## src/hw/rtl/dpsc_pkg.sv

```systemverilog
`timescale 1ns / 1ps
`default_nettype none

package dpsc_pkg;

  // Fixed point and lane count
  localparam int unsigned GAIN_FRAC_BITS = 8;
  localparam int unsigned LANES          = 2;  // lanes carried by one item
  localparam int unsigned CHANNELS       = 2;  // lanes actually computed

  // Register reset values
  localparam logic [15:0] KP_RESET   = 16'd21760;  // 85.0
  localparam logic [15:0] KI_RESET   = 16'd435;    // about 1.7
  localparam logic [15:0] KD_RESET   = 16'd0;
  localparam logic [14:0] ILIM_RESET = 15'd500;
  localparam logic [14:0] DLIM_RESET = 15'd999;

  // Register indexes
  typedef enum logic [2:0] {
    CFG_GAIN_P = 3'd0,
    CFG_GAIN_I = 3'd1,
    CFG_GAIN_D = 3'd2,
    CFG_ILIM   = 3'd3,
    CFG_DLIM   = 3'd4
  } cfg_idx_e;

  // Shared settings seen by every lane
  typedef struct packed {
    logic [15:0] kp;
    logic [15:0] ki;
    logic [15:0] kd;
    logic [14:0] ilim;
    logic [14:0] dlim;
  } cfg_t;

  typedef struct packed {
    logic signed [15:0] target_left;
    logic signed [15:0] speed_left;
    logic signed [15:0] target_right;
    logic signed [15:0] speed_right;
  } in_item_t;

  typedef struct packed {
    logic signed [15:0] drive_left;
    logic signed [15:0] drive_right;
  } out_item_t;

endpackage

`default_nettype wire

```

## src/hw/rtl/dpsc_lane.sv

```systemverilog
`timescale 1ns / 1ps
`default_nettype none

// One PID lane: error/integral stage, multiply stage, sum stage, scale/clamp stage
module dpsc_lane (
  input  wire logic               clk_i,
  input  wire logic               rst_ni,
  input  wire logic               en_i,      // pipeline advance
  input  wire logic               take_i,    // item transfer this cycle
  input  wire logic signed [15:0] target_i,
  input  wire logic signed [15:0] speed_i,
  input  wire dpsc_pkg::cfg_t     cfg_i,
  output logic signed [15:0]      drive_o
);
  import dpsc_pkg::*;

  // Lane state
  logic signed [15:0] accum_q, accum_d;
  logic signed [16:0] last_q;

  // Stage registers
  logic signed [16:0] err_q;
  logic signed [15:0] acc_q;
  logic signed [17:0] derr_q;
  logic signed [33:0] prod_p_q, prod_p_d;
  logic signed [32:0] prod_i_q, prod_i_d;
  logic signed [34:0] prod_d_q, prod_d_d;
  logic signed [35:0] sum_q, sum_d;
  logic signed [15:0] drive_q, drive_d;

  logic signed [16:0] err_d;
  logic signed [17:0] acc_raw;
  logic signed [17:0] ilim_s;
  logic signed [17:0] derr_d;
  logic signed [16:0] kp_s, ki_s, kd_s;
  logic        [35:0] mag;
  logic        [35:0] mag_sh;
  logic        [14:0] mag_c;

  // Error, clamped integral and error difference
  always_comb begin
    err_d   = {target_i[15], target_i} - {speed_i[15], speed_i};
    acc_raw = {{2{accum_q[15]}}, accum_q} + {err_d[16], err_d};
    ilim_s  = {3'b000, cfg_i.ilim};
    if (acc_raw > ilim_s) begin
      accum_d = ilim_s[15:0];
    end else if (acc_raw < -ilim_s) begin
      accum_d = 16'(-ilim_s);
    end else begin
      accum_d = acc_raw[15:0];
    end
    derr_d = {err_d[16], err_d} - {last_q[16], last_q};
  end

  always_ff @(posedge clk_i or negedge rst_ni) begin
    if (!rst_ni) begin
      accum_q <= '0;
      last_q  <= '0;
    end else if (take_i) begin
      accum_q <= accum_d;
      last_q  <= err_d;
    end
  end

  // Three independent products, gains taken as positive signed
  always_comb begin
    kp_s     = {1'b0, cfg_i.kp};
    ki_s     = {1'b0, cfg_i.ki};
    kd_s     = {1'b0, cfg_i.kd};
    prod_p_d = kp_s * err_q;
    prod_i_d = ki_s * acc_q;
    prod_d_d = kd_s * derr_q;
    sum_d    = {{2{prod_p_q[33]}}, prod_p_q} + {{3{prod_i_q[32]}}, prod_i_q}
             + {prod_d_q[34], prod_d_q};
  end

  // Magnitude scaling truncates toward zero, then the drive clamp
  always_comb begin
    mag    = sum_q[35] ? 36'(-sum_q) : 36'(sum_q);
    mag_sh = mag >> GAIN_FRAC_BITS;
    if (mag_sh > {21'd0, cfg_i.dlim}) begin
      mag_c = cfg_i.dlim;
    end else begin
      mag_c = mag_sh[14:0];
    end
    drive_d = sum_q[35] ? (16'sd0 - $signed({1'b0, mag_c})) : $signed({1'b0, mag_c});
  end

  always_ff @(posedge clk_i) begin
    if (en_i) begin
      err_q    <= err_d;
      acc_q    <= accum_d;
      derr_q   <= derr_d;
      prod_p_q <= prod_p_d;
      prod_i_q <= prod_i_d;
      prod_d_q <= prod_d_d;
      sum_q    <= sum_d;
      drive_q  <= drive_d;
    end
  end

  assign drive_o = drive_q;

endmodule

`default_nettype wire

```

## config.mk

```make
export PLATFORM = sky130hd
export DESIGN_NAME = dpsc_lane
export DESIGN_NICKNAME = d
export VERILOG_FILES = /design/src/hw/rtl/dpsc_pkg.sv /design/src/hw/rtl/dpsc_lane.sv
export SDC_FILE = /design/constraint.sdc
export NUM_CORES = 2
export LEC_CHECK = 0
export ABC_AREA = 1
export BUFFER_PORTS_ARGS = -buffer_cell sky130_fd_sc_hd__buf_2
export CAP_MARGIN = 10
export CORE_ASPECT_RATIO = 1.25
export CORE_MARGIN = 5
export CORE_UTILIZATION = 45
export DETAILED_ROUTE_END_ITERATION = 12
export MAX_ROUTING_LAYER = met4
export PLACE_DENSITY = 0.72
export SYNTH_ARGS = -nofsm -noshare
export SYNTH_HDL_FRONTEND = slang
export SYNTH_SLANG_ARGS = --single-unit
```

## constraint.sdc

```tcl
create_clock -name clk_i -period 5.75 [get_ports clk_i]
set_input_delay 0.2875 -clock clk_i [delete_from_list [all_inputs] [get_ports clk_i]]
set_output_delay 0.2875 -clock clk_i [all_outputs]
set_load 0.01 [all_outputs]
```

==> flow_summary.toml <==
[outcome]
outcome = "complete, but fails checks"
violations = "negative setup slack"

[grt]
grt_overflow = 0
grt_usage = 0.2297
grt_busiest_layer = "met2"
grt_first_pass_wirelength_mm = 192.1
use_met1 = 0.2490
met2_usage = 0.4234
antenna_found_initial = 2
grt_max_degree = 109
grt_pass1_vias = 38300
met3_usage = 0.01950

[yosys]
synth_top_area_cell = "fa_1"
synth_edf_count = 205
synthCells = 5485
syn_area_um2 = 45090
yosys_warnings = 0
synth_ff_type = "edfxtp_1"
postSynthAreaPerCell_um2 = 8.221
ys_types = 55
synthTopCellsByCount = "1,482 x inv_1, 1,306 x nand2_1, 735 x fa_1"
yosys.cell_count.top_type = "inv_1"
synth_top_area_frac = 0.3263
synthArstFlopShare = 0.1387
yosys_register_bits = 238
synth_area_leaders = "fa_1 33%, edfxtp_1 14%, ha_1 13%, inv_1 12%, nand2_1 11%"
yosysSeqAreaShare = 0.1548
synthesis.nets = 6805

[final_layout]
drive_gt1_frac = 0.1539
area_delta_synth_final_pct = 16.31
nNetsFinal = 7151

[route]
drt_pass1_iterations = 5
drtIter0Drc = 1918
num_vias = 35900
ant_nets = 0
wire_per_inst_um = 16.75
drc = 0
via_per_inst = 5.011
drt_wl_total_mm = 120.0

[timing]
period_share = 1.008
relSlewSlack = 0.2541
hold_viol_final = 0
setup_viol = 6
skew_ns = 0.02071
worstMarginPinSlew_ns = 1.111
clock.fmax_ghz = 0.1725
hold_ws_ns = 0.1142
rsz0062_at_grt = "yes"
report.final.slew_viol_count = 0
worst_slack_ns = -0.04578
min_period_ns = 5.796

[cts]
clock_path_buffers = 3
cts_tree = "built"
cts_made_buffers = 28
clk_root_buffer_cell = "clkbuf_16"
cts_max_level = 1
clkTransAtPathRegs_ns = 0.07
clock-sinks = 238
insertion_delay_ns = 0.58

[floorplan]
dieArea_um2 = 106700
initial_core_util = 0.4543
die_h_um = 363.9
die_w_um = 293.1
io_pins = 130
fp.coreArea_um2 = 99260
placementRows = 129

[setup_path]
r2r_cells = 22
required_ns = 6.14
crit_path_end_kind = "flop"
rr_startpoint = "derr_q[17]$_DFFE_PP_"
crit_start = "derr_q[17]$_DFFE_PP_"
cp.arrival_ns = 6.19
start_kind = "flop"
r2r-end = "prod_d_q[30]$_DFFE_PP_"
r2r_slack_ns = -0.05
critPathKind = "flop to flop"
worstPathMaxFanout = 5

[hold_path]
min_path_type = "input pin to flop"
min-delay-start = "cfg_i[25]"
min_to = "acc_q[10]$_DFFE_PP_"
holdPathStages = 3

[place]
dp_hpwl_mm = 99.82
place_congestion = 0.9353
pre_cts_slack_ns = -0.2743
portBuffers = 129

[job]
maxCapViolations = 0
-- worst max-delay path, stage by stage, from the launching register on --
cell	delay, ns
edfxtp_1	0.57
buf_6	0.21
buf_6	0.14
nand2_4	0.06
fa_1	0.54
inv_2	0.07
buf_4	0.15
fa_1	0.49
fa_1	0.44
fa_1	0.51
fa_1	0.54
inv_1	0.05
fa_1	0.53
inv_1	0.07
ha_4	0.30
nand2_1	0.09
nor2_1	0.13
inv_2	0.08
buf_4	0.13
o21ai_2	0.14
nand2_1	0.07
nand2_1	0.08
xor2_1	0.21
-- cell families (layout without fill, tap and decap cells) --
| logic type | after synthesis | in the layout | synth area share |
|---|---|---|---|
| compound gates | 405 | 405 | 0.04967 |
| xor+xnor | 205 | 205 | 0.03982 |
| fa+ha+maj | 1206 | 1206 | 0.4570 |
| buf+inv | 1696 | 2064 | 0.1420 |
| flops | 238 | 238 | 0.1548 |
| other cells | 0 | 2 | 0 |
| simple gates | 1735 | 1735 | 0.1567 |
-- cells in the final DEF (no fill, tap or decap), types with 50 or more instances in the layout --
cell type and count:
a21oi_2 50, inv_1 1441, xor2_1 128, nand3_1 113, fa_1 715, xnor2_1 71
edfxtp_1 205, a21oi_1 144, nand2_1 1271, o21ai_0 88, buf_2 128, nor2_1 160
buf_4 333, ha_1 426
-- sequential cells by signal, indices dropped and copies added, names as in the netlist --
register / flops
drive_o: 16
derr_q: 18
prod_d_q: 35
acc_q: 16
prod_i_q: 33
last_q: 17
err_q: 17
sum_q: 36
prod_p_q: 34
accum_q: 16
-- layout make-up --
cell class | instances | area [µm²]
clock buffer | 38 | 832.0
fill | 8898 | 46820
antenna | 2 | 5.005
tap | 1310 | 1639
inverter | 1489 | 5592
clock inverter | 14 | 170.2
sequential | 238 | 6982
timing repair buffer | 523 | 4053
multi-input combinational | 3551 | 33170
-- worst max-delay path by stage --
stage / to / slack [ns] / cells past startpoint
final: prod_d_q[30]$_DFFE_PP_ / -0.05 / 22
after CTS: prod_d_q[34]$_DFFE_PP_ / -0.06 / 19
after floorplan: prod_i_q[29]$_DFFE_PP_ / -0.009 / 25
after detailed placement: prod_d_q[34]$_DFFE_PP_ / -0.27 / 19
after global placement: prod_d_q[34]$_DFFE_PP_ / -0.30 / 19
after global routing: prod_d_q[30]$_DFFE_PP_ / -0.19 / 22
-- metrics by stage --
step	setup TNS (ns)	utilization	cells	area, µm²
after floorplan	-0.009086	-	5485	45150
after global placement	-3.116	0.4965	7043	49280
after detailed placement	-3.758	0.4965	7043	49280
after CTS	-0.07644	0.5124	7115	50860
after global routing	-1.932	0.5283	7165	52440
final	-0.1076	0.5283	7165	52440
-- layer usage --
metal	wire [µm]	vias up
met5	0	-
met4	7553	0
met3	4269	362
met2	64150	919
met1	44030	17670
li1	-	16950
-- what timing repair did --
item | 4_1_cts | 5_1_grt
setup buffers | 19 | 46
hold buffers | 1 | 0
cloned | 0 | 2
hold endpoints to repair | 33 | 0
gates resized for setup | 92 | 287
endpoints found under the setup margin | 35 | 46
pin swaps | 36 | 134
Power is not shown: default switching activity piles up to over one toggle a cycle in this logic, so the estimate is an artifact.
