--- config.mk ---
export PLATFORM = sky130hd
export DESIGN_NAME = dpsc_merge_flat
export DESIGN_NICKNAME = d
export VERILOG_FILES = /design/src/hw/rtl/dpsc_pkg.sv /design/src/hw/rtl/dpsc_out_if.sv /design/src/hw/rtl/dpsc_merge.sv /design/src/flat_wrapper.sv
export SDC_FILE = /design/constraint.sdc
export NUM_CORES = 1
export LEC_CHECK = 0
export BUFFER_PORTS_ARGS = -buffer_cell sky130_fd_sc_hd__buf_2
export CAP_MARGIN = 20
export CORE_UTILIZATION = 47
export CTS_CLUSTER_SIZE = 28
export DETAILED_ROUTE_END_ITERATION = 8
export GPL_ROUTABILITY_DRIVEN = 1
export PLACE_DENSITY = 0.75
export SLEW_MARGIN = 10
export SYNTH_ARGS = -nofsm -noshare
export SYNTH_HDL_FRONTEND = slang
export SYNTH_SLANG_ARGS = --single-unit
--- constraint.sdc ---
create_clock -name clk_i -period 2.1 [get_ports clk_i]
set_input_delay 0.105 -clock clk_i [delete_from_list [all_inputs] [get_ports clk_i]]
set_output_delay 0.105 -clock clk_i [all_outputs]
set_load 0.01 [all_outputs]
--- src/hw/rtl/dpsc_pkg.sv ---
`timescale 1ns / 1ps
`default_nettype none

package dpsc_pkg;

  // Fixed point and lane count
  localparam int unsigned GAIN_FRAC_BITS = 8;
  localparam int unsigned LANES          = 2;  // lanes carried by one item
  localparam int unsigned CHANNELS       = 2;  // lanes actually computed

  // Register reset values
  localparam logic [15:0] KP_RESET   = 16'd21760;  // 85.0
  localparam logic [15:0] KI_RESET   = 16'd435;    // about 1.7
  localparam logic [15:0] KD_RESET   = 16'd0;
  localparam logic [14:0] ILIM_RESET = 15'd500;
  localparam logic [14:0] DLIM_RESET = 15'd999;

  // Register indexes
  typedef enum logic [2:0] {
    CFG_GAIN_P = 3'd0,
    CFG_GAIN_I = 3'd1,
    CFG_GAIN_D = 3'd2,
    CFG_ILIM   = 3'd3,
    CFG_DLIM   = 3'd4
  } cfg_idx_e;

  // Shared settings seen by every lane
  typedef struct packed {
    logic [15:0] kp;
    logic [15:0] ki;
    logic [15:0] kd;
    logic [14:0] ilim;
    logic [14:0] dlim;
  } cfg_t;

  typedef struct packed {
    logic signed [15:0] target_left;
    logic signed [15:0] speed_left;
    logic signed [15:0] target_right;
    logic signed [15:0] speed_right;
  } in_item_t;

  typedef struct packed {
    logic signed [15:0] drive_left;
    logic signed [15:0] drive_right;
  } out_item_t;

endpackage

`default_nettype wire

--- src/hw/rtl/dpsc_out_if.sv ---
`timescale 1ns / 1ps
`default_nettype none

interface dpsc_out_if;
  logic                valid;
  logic                ready;
  dpsc_pkg::out_item_t payload;

  modport source (output valid, output payload, input ready);
  modport sink   (input valid, input payload, output ready);
endinterface

`default_nettype wire

--- src/hw/rtl/dpsc_merge.sv ---
`timescale 1ns / 1ps
`default_nettype none

// Packs the lane drives into one result and holds it in a two-entry skid queue
module dpsc_merge (
  input  wire logic               clk_i,
  input  wire logic               rst_ni,
  input  wire logic               push_i,
  input  wire logic signed [15:0] drive_i [dpsc_pkg::LANES],
  output logic                    ready_o,
  dpsc_out_if.source              out_o
);
  import dpsc_pkg::*;

  out_item_t   mem_q [2];
  out_item_t   item;
  logic        wp_q, rp_q;
  logic [1:0]  cnt_q;
  logic        pop;

  // Lane merge
  always_comb begin
    item.drive_left  = drive_i[0];
    item.drive_right = drive_i[1];
  end

  assign ready_o       = (cnt_q != 2'd2);
  assign out_o.valid   = (cnt_q != 2'd0);
  assign out_o.payload = mem_q[rp_q];
  assign pop           = out_o.valid && out_o.ready;

  // Queue storage
  always_ff @(posedge clk_i) begin
    if (push_i) begin
      mem_q[wp_q] <= item;
    end
  end

  // Queue pointers and fill
  always_ff @(posedge clk_i or negedge rst_ni) begin
    if (!rst_ni) begin
      wp_q  <= 1'b0;
      rp_q  <= 1'b0;
      cnt_q <= 2'd0;
    end else begin
      if (push_i) begin
        wp_q <= ~wp_q;
      end
      if (pop) begin
        rp_q <= ~rp_q;
      end
      cnt_q <= cnt_q + {1'b0, push_i} - {1'b0, pop};
    end
  end

endmodule

`default_nettype wire

--- src/flat_wrapper.sv ---
// flat-port wrapper written by rule: the top's interface ports become plain ports
module dpsc_merge_flat import dpsc_pkg::*;
  (clk_i, rst_ni, push_i, drive_i, ready_o, out_o_valid, out_o_payload, out_o_ready);
  dpsc_out_if out_o_i ();
  input  wire logic clk_i;
  input  wire logic rst_ni;
  input  wire logic push_i;
  input  wire logic signed [15:0] drive_i[dpsc_pkg::LANES];
  output logic ready_o;
  output wire logic [$bits(out_o_i.valid)-1:0] out_o_valid;
  output wire logic [$bits(out_o_i.payload)-1:0] out_o_payload;
  input wire logic [$bits(out_o_i.ready)-1:0] out_o_ready;
  assign out_o_valid = out_o_i.valid;
  assign out_o_payload = out_o_i.payload;
  assign out_o_i.ready = out_o_ready;
  dpsc_merge u_core (.clk_i(clk_i), .rst_ni(rst_ni), .push_i(push_i), .drive_i(drive_i), .ready_o(ready_o), .out_o(out_o_i));
endmodule
==> run summary, run 1 <==
outcome -> finished, final reports clean
critical path peak fanout -> 20
Fmax -> 555.7 MHz
clock latency on the worst-skew pair -> 0.32 ns
critical path endpoint -> out_o_payload[22]
Post-Route Skew -> 0.005389 ns
#FFs+latches synth -> 68
htree depth -> 3
r2r startpoint -> u_core.cnt_q[1]
Synth Area in Simple Gates -> 0.8467%
Hold Violations, Final -> 0
cts repair resizes -> 0
port bufs -> 69
largest net degree at the start of global routing -> 33
die width -> 77.23 um
Die Span Y -> 77.23 um
Setup violations, final -> 0
Critical Path RT -> 2.00 ns
Synth Instances -> 117
share of post-route cells with drive strength above 1 -> 50.21%
Clock transition at path regs -> 0.06 ns
mux contribution to synthesized area -> 17.64%
Post-Synth Adder-Cell Area -> 0.9407%
Mapped Area -> 2660 sq um
Slew Viols, Final -> 0
ranking of synthesized cells by area -> edfxtp_1, mux2_4, dfrtp_1, buf_12, mux2_2
Leak -> 0.001465 uW
sequential area share after synthesis -> 76.01%
RR Endpoint -> u_core.cnt_q[1]
utilization after layout -> 65.25%
Nets -> 267
maximum vdd drop -> 0.0009081 V
syn_area_per_cell -> 22.74 sq um
hold_buf cts -> 33
global-route usage over all layers -> 17.58%
Multi-input gate area -> 566.8 sq um
Worst Hold Class -> in -> reg
vias per inst -> 4.649
max capacitance violation total -> 0
syn nets -> 155
R2R depth -> 6
largest family of logic cells by synthesized area -> multiplexers
most frequent cells in the layout -> buf_2, edfxtp_1, dlygate4sd3_1
biggest area consumer among synthesized cells -> edfxtp_1
maximum root-to-sink buffer count -> 2
post-layout min period -> 1.799 ns
clk sink count -> 68
xor and xnor area share after synthesis -> 1.317%
Tightest Pin Transition -> 0.4386 ns
setup TNS -> 0 ns
critical path launch point type -> flip-flop
Setup Buffers After CTS -> 0
Yosys warnings -> 0
CTS Buf Count -> 9
Routed WL -> 4604 um
Diodes inserted -> 0
Seq. cell area -> 2023 sq um
Synth Area in Compound Gates -> 0.2822%
Root Buffer -> clkbuf_8
RSZ-0062 raised after global routing -> false
drt first-iter violations -> 46
CTS tree -> yes
FF-to-FF setup slack -> 0.58 ns
initial antenna violation count -> 0
Ports -> 70
routability cong. -> 0.6742
Core Area -> 5473 sq um
die area -> 5964 sq um
fill count -> 425
WS Path Type -> reg -> out
row count -> 27
GRT overflow -> 0
area delta synth->final -> 34.24%
global-route wire length before repair -> 7562 um
Final period util -> 85.68%
top-area cell type share of the netlist area -> 72.25%
Initial Util -> 48.61%
commonest non-fill, non-tap cell in the layout -> buf_2
vias in the first global route -> 1604
CP endpoint kind -> primary output
routed len/inst -> 15.10 um
power density over cell area -> 1221 nW/um^2
First-pass DRT Iterations -> 4
DRC -> 0
ANT nets after route -> 0
Critical Path Start -> u_core.rp_q
vias post-DR -> 1418
Slew headroom -> 70.76%
Yosys cell types -> 15
crit path DAT -> 1.69 ns
==> kinds of logic (layout without fill, tap and decap cells) <==
logic type,after synthesis,count (layout)
flip-flops,68,68
buffers and inverters,6,122
AND/OR/NAND/NOR,4,4
AO/OA/AOI/OAI,1,1
multiplexers,32,32
adder cells (fa/ha/maj),2,2
XOR/XNOR,4,4
==> cell usage after synthesis, drive strengths merged <==
| master | n |
|---|---|
| o21a | 1 |
| buf | 4 |
| and2 | 1 |
| mux2 | 32 |
| nor2b | 1 |
| xor2 | 2 |
| nand2 | 1 |
| or2 | 1 |
| xnor2 | 2 |
| dfrtp | 4 |
| ha | 2 |
| inv | 2 |
| edfxtp | 64 |
==> cell type report <==
cell class                      instances  area share (%)
Sequential cell                        68           56.66
Timing Repair Buffer                  105           19.90
Multi-Input combinational cell         43           15.87
Clock buffer                           11           3.679
Tap cell                               72           2.523
Clock inverter                          4           1.156
Inverter                                2          0.2102
==> critical path, cell delays in order, from the launching register on <==
cell	delay, ns
dfrtp_2	0.64
buf_12	0.27
mux2_4	0.32
buf_2	0.14
==> per-stage QoR <==
stage	power [uW]	setup WS (ns)	hold slack (ns)	instances	instance area, sq um
after floorplan	3026	0.4373	-0.1906	117	2663
final	4359	0.3006	0.02263	305	3571
after detailed placement	3394	0.5966	-0.08628	257	3068
after global routing	4581	0.2219	0.04068	305	3571
after global placement	3329	0.6516	-0.09089	257	3068
after CTS	4402	0.2678	0.001780	305	3571
==> state kept, by name (all words and copies together), names as in the netlist <==
| register | count |
|---|---|
| u_core.rp_q | 1 |
| u_core.mem_q | 64 |
| u_core.cnt_q | 2 |
| u_core.wp_q | 1 |
==> how the worst min path moves through the flow <==
stage                 from               to  cells after the start
finish              push_i      u_core.wp_q                      2
global route        push_i      u_core.wp_q                      2
CTS                 push_i      u_core.wp_q                      2
detailed placement  rst_ni  u_core.cnt_q[0]                      1
global placement    rst_ni  u_core.cnt_q[0]                      1
floorplan           rst_ni  u_core.cnt_q[0]                      0
==> report_power, final <==
part           total [uW]  switching, uW  internal, uW
sequential           1970            163          1810
combinational        1430            638           788
clock                 958            426           531
total                4360           1230          3130
==> routing by layer <==
| layer | vias up | wire length (um) | global-route usage, % |
|---|---|---|---|
| met4 | 0 | 119 | 11.89 |
| met2 | 44 | 2616 | 31.68 |
| met3 | 16 | 171 | 4.286 |
| met5 | - | 0 | 0 |
| met1 | 685 | 1696 | 17.71 |
| li1 | 673 | - | - |
No activity file was read; power rests on OpenSTA's default activity.
==> run 2: changes to the inputs <==
RECOVER_POWER = 100   (was not set)
SLEW_MARGIN = 20   (was 10)
==> run summary, run 2 (synthesis results as in run 1) <==
Multi-input gate area -> 473.0 sq um
largest reg by FF count -> u_core.mem_q
Final period util -> 83.90%
routed len/inst -> 15.23 um
Seq. cell area -> 2023 sq um
routability cong. -> 0.6742
Slew headroom -> 42.62%
utilization after layout -> 62.71%
RR Endpoint -> u_core.mem_q[1][29]
outcome -> finished, final reports clean
Hold Violations, Final -> 0
Root Buffer -> clkbuf_8
maximum vdd drop -> 0.0008607 V
Nets -> 267
initial antenna violation count -> 0
RSZ-0062 raised after global routing -> false
Tightest Pin Transition -> 0.8607 ns
placed insts -> 257
WS Path Type -> reg -> out
R2R depth -> 2
Diodes inserted -> 0
Initial Util -> 48.61%
max capacitance violation total -> 0
drt first-iter violations -> 49
global-route usage over all layers -> 17.58%
Setup Buffers After CTS -> 0
die area -> 5964 sq um
ANT nets after route -> 0
Die Span Y -> 77.23 um
htree depth -> 3
area delta synth->final -> 29.02%
cts repair resizes -> 0
max reg flops -> 64
most frequent cells in the layout -> edfxtp_1, buf_2, clkbuf_1, dlygate4sd3_1, mux2_1
DRC -> 0
crit path DAT -> 1.66 ns
critical path endpoint -> out_o_payload[22]
critical path peak fanout -> 20
Regs by FF count -> u_core.mem_q: 64 flops, u_core.cnt_q: 2 flops
fill count -> 481
Worst Hold Class -> in -> reg
largest net degree at the start of global routing -> 33
Critical Path RT -> 2.00 ns
vias per inst -> 4.718
CP endpoint kind -> primary output
non-filler cells, final -> 305
GRT overflow -> 0
Fmax -> 567.6 MHz
vias in the first global route -> 1604
post-layout min period -> 1.762 ns
Slew Viols, Final -> 0
row count -> 27
share of post-route cells with drive strength above 1 -> 25.75%
power density over cell area -> 1198 nW/um^2
Critical Path Start -> u_core.rp_q
critical path launch point type -> flip-flop
commonest non-fill, non-tap cell in the layout -> edfxtp_1
setup TNS -> 0 ns
Leak -> 0.001273 uW
clk sink count -> 68
Routed WL -> 4645 um
maximum root-to-sink buffer count -> 2
First-pass DRT Iterations -> 4
Setup violations, final -> 0
FF-to-FF setup slack -> 0.46 ns
Clock transition at path regs -> 0.06 ns
CTS Buf Count -> 9
vias post-DR -> 1439
port bufs -> 69
clock latency on the worst-skew pair -> 0.32 ns
die width -> 77.23 um
Ports -> 70
CTS tree -> yes
Post-Route Skew -> 0.005582 ns
r2r startpoint -> u_core.wp_q
global-route wire length before repair -> 7562 um
Core Area -> 5473 sq um
run 2: cell types whose count changed in the layout (fill, tap and decap cells not counted), sizes merged:
cell	previous run	this run
buf	72	38
clkbuf	11	45
run 2: per-stage QoR:
step           hold WS, ns  power [uW]  area [sq um]  worst slack, ns
3_5_place_dp      -0.08628        3394          3068           0.5966
6_report           0.02583        4112          3432           0.3381
2_1_floorplan      -0.1906        3026          2663           0.4373
4_1_cts           0.001780        4402          3571           0.2678
3_3_place_gp      -0.09089        3329          3068           0.6516
5_1_grt            0.04068        4330          3432           0.2610
run 2: worst max-delay path, stage by stage, from the launching register on:
cell	delay (ns)
dfrtp_2	0.58
buf_12	0.23
mux2_1	0.36
buf_2	0.15
run 2: metal layers:
metal	track usage (%)	share of wire, %
met1	17.71	38
met2	31.68	55
met3	4.286	4.1
met4	11.89	3.0
met5	0	0
run 2: cell type report:
cell class                 instances  area share (%)
sequential                        68           58.95
tap                               72           2.625
clock buffer                      11           3.828
clock inverter                     4           1.203
inverter                           2          0.2187
timing repair buffer             105           19.39
multi-input combinational         43           13.78
run 2: how the worst min path moves through the flow:
stage,from,to,slack (ns),depth (start not counted)
after floorplan,rst_ni,u_core.cnt_q[0],-0.19,0
after global placement,rst_ni,u_core.cnt_q[0],-0.09,1
after detailed placement,rst_ni,u_core.cnt_q[0],-0.09,1
after CTS,push_i,u_core.wp_q,0.002,2
after global routing,push_i,u_core.wp_q,0.04,2
final,push_i,u_core.wp_q,0.03,2
run 2: repair_timing:
item | in CTS | in global routing
endpoints found under the hold margin | 68 | 0
endpoints found under the setup margin | 0 | 0
hold buffers | 33 | 0
run 2: report_power, final:
group,switching (uW),total (uW),internal [uW]
Clock,426,957,531
Sequential,141,1960,1820
Combinational,628,1200,569
Total,1200,4110,2920
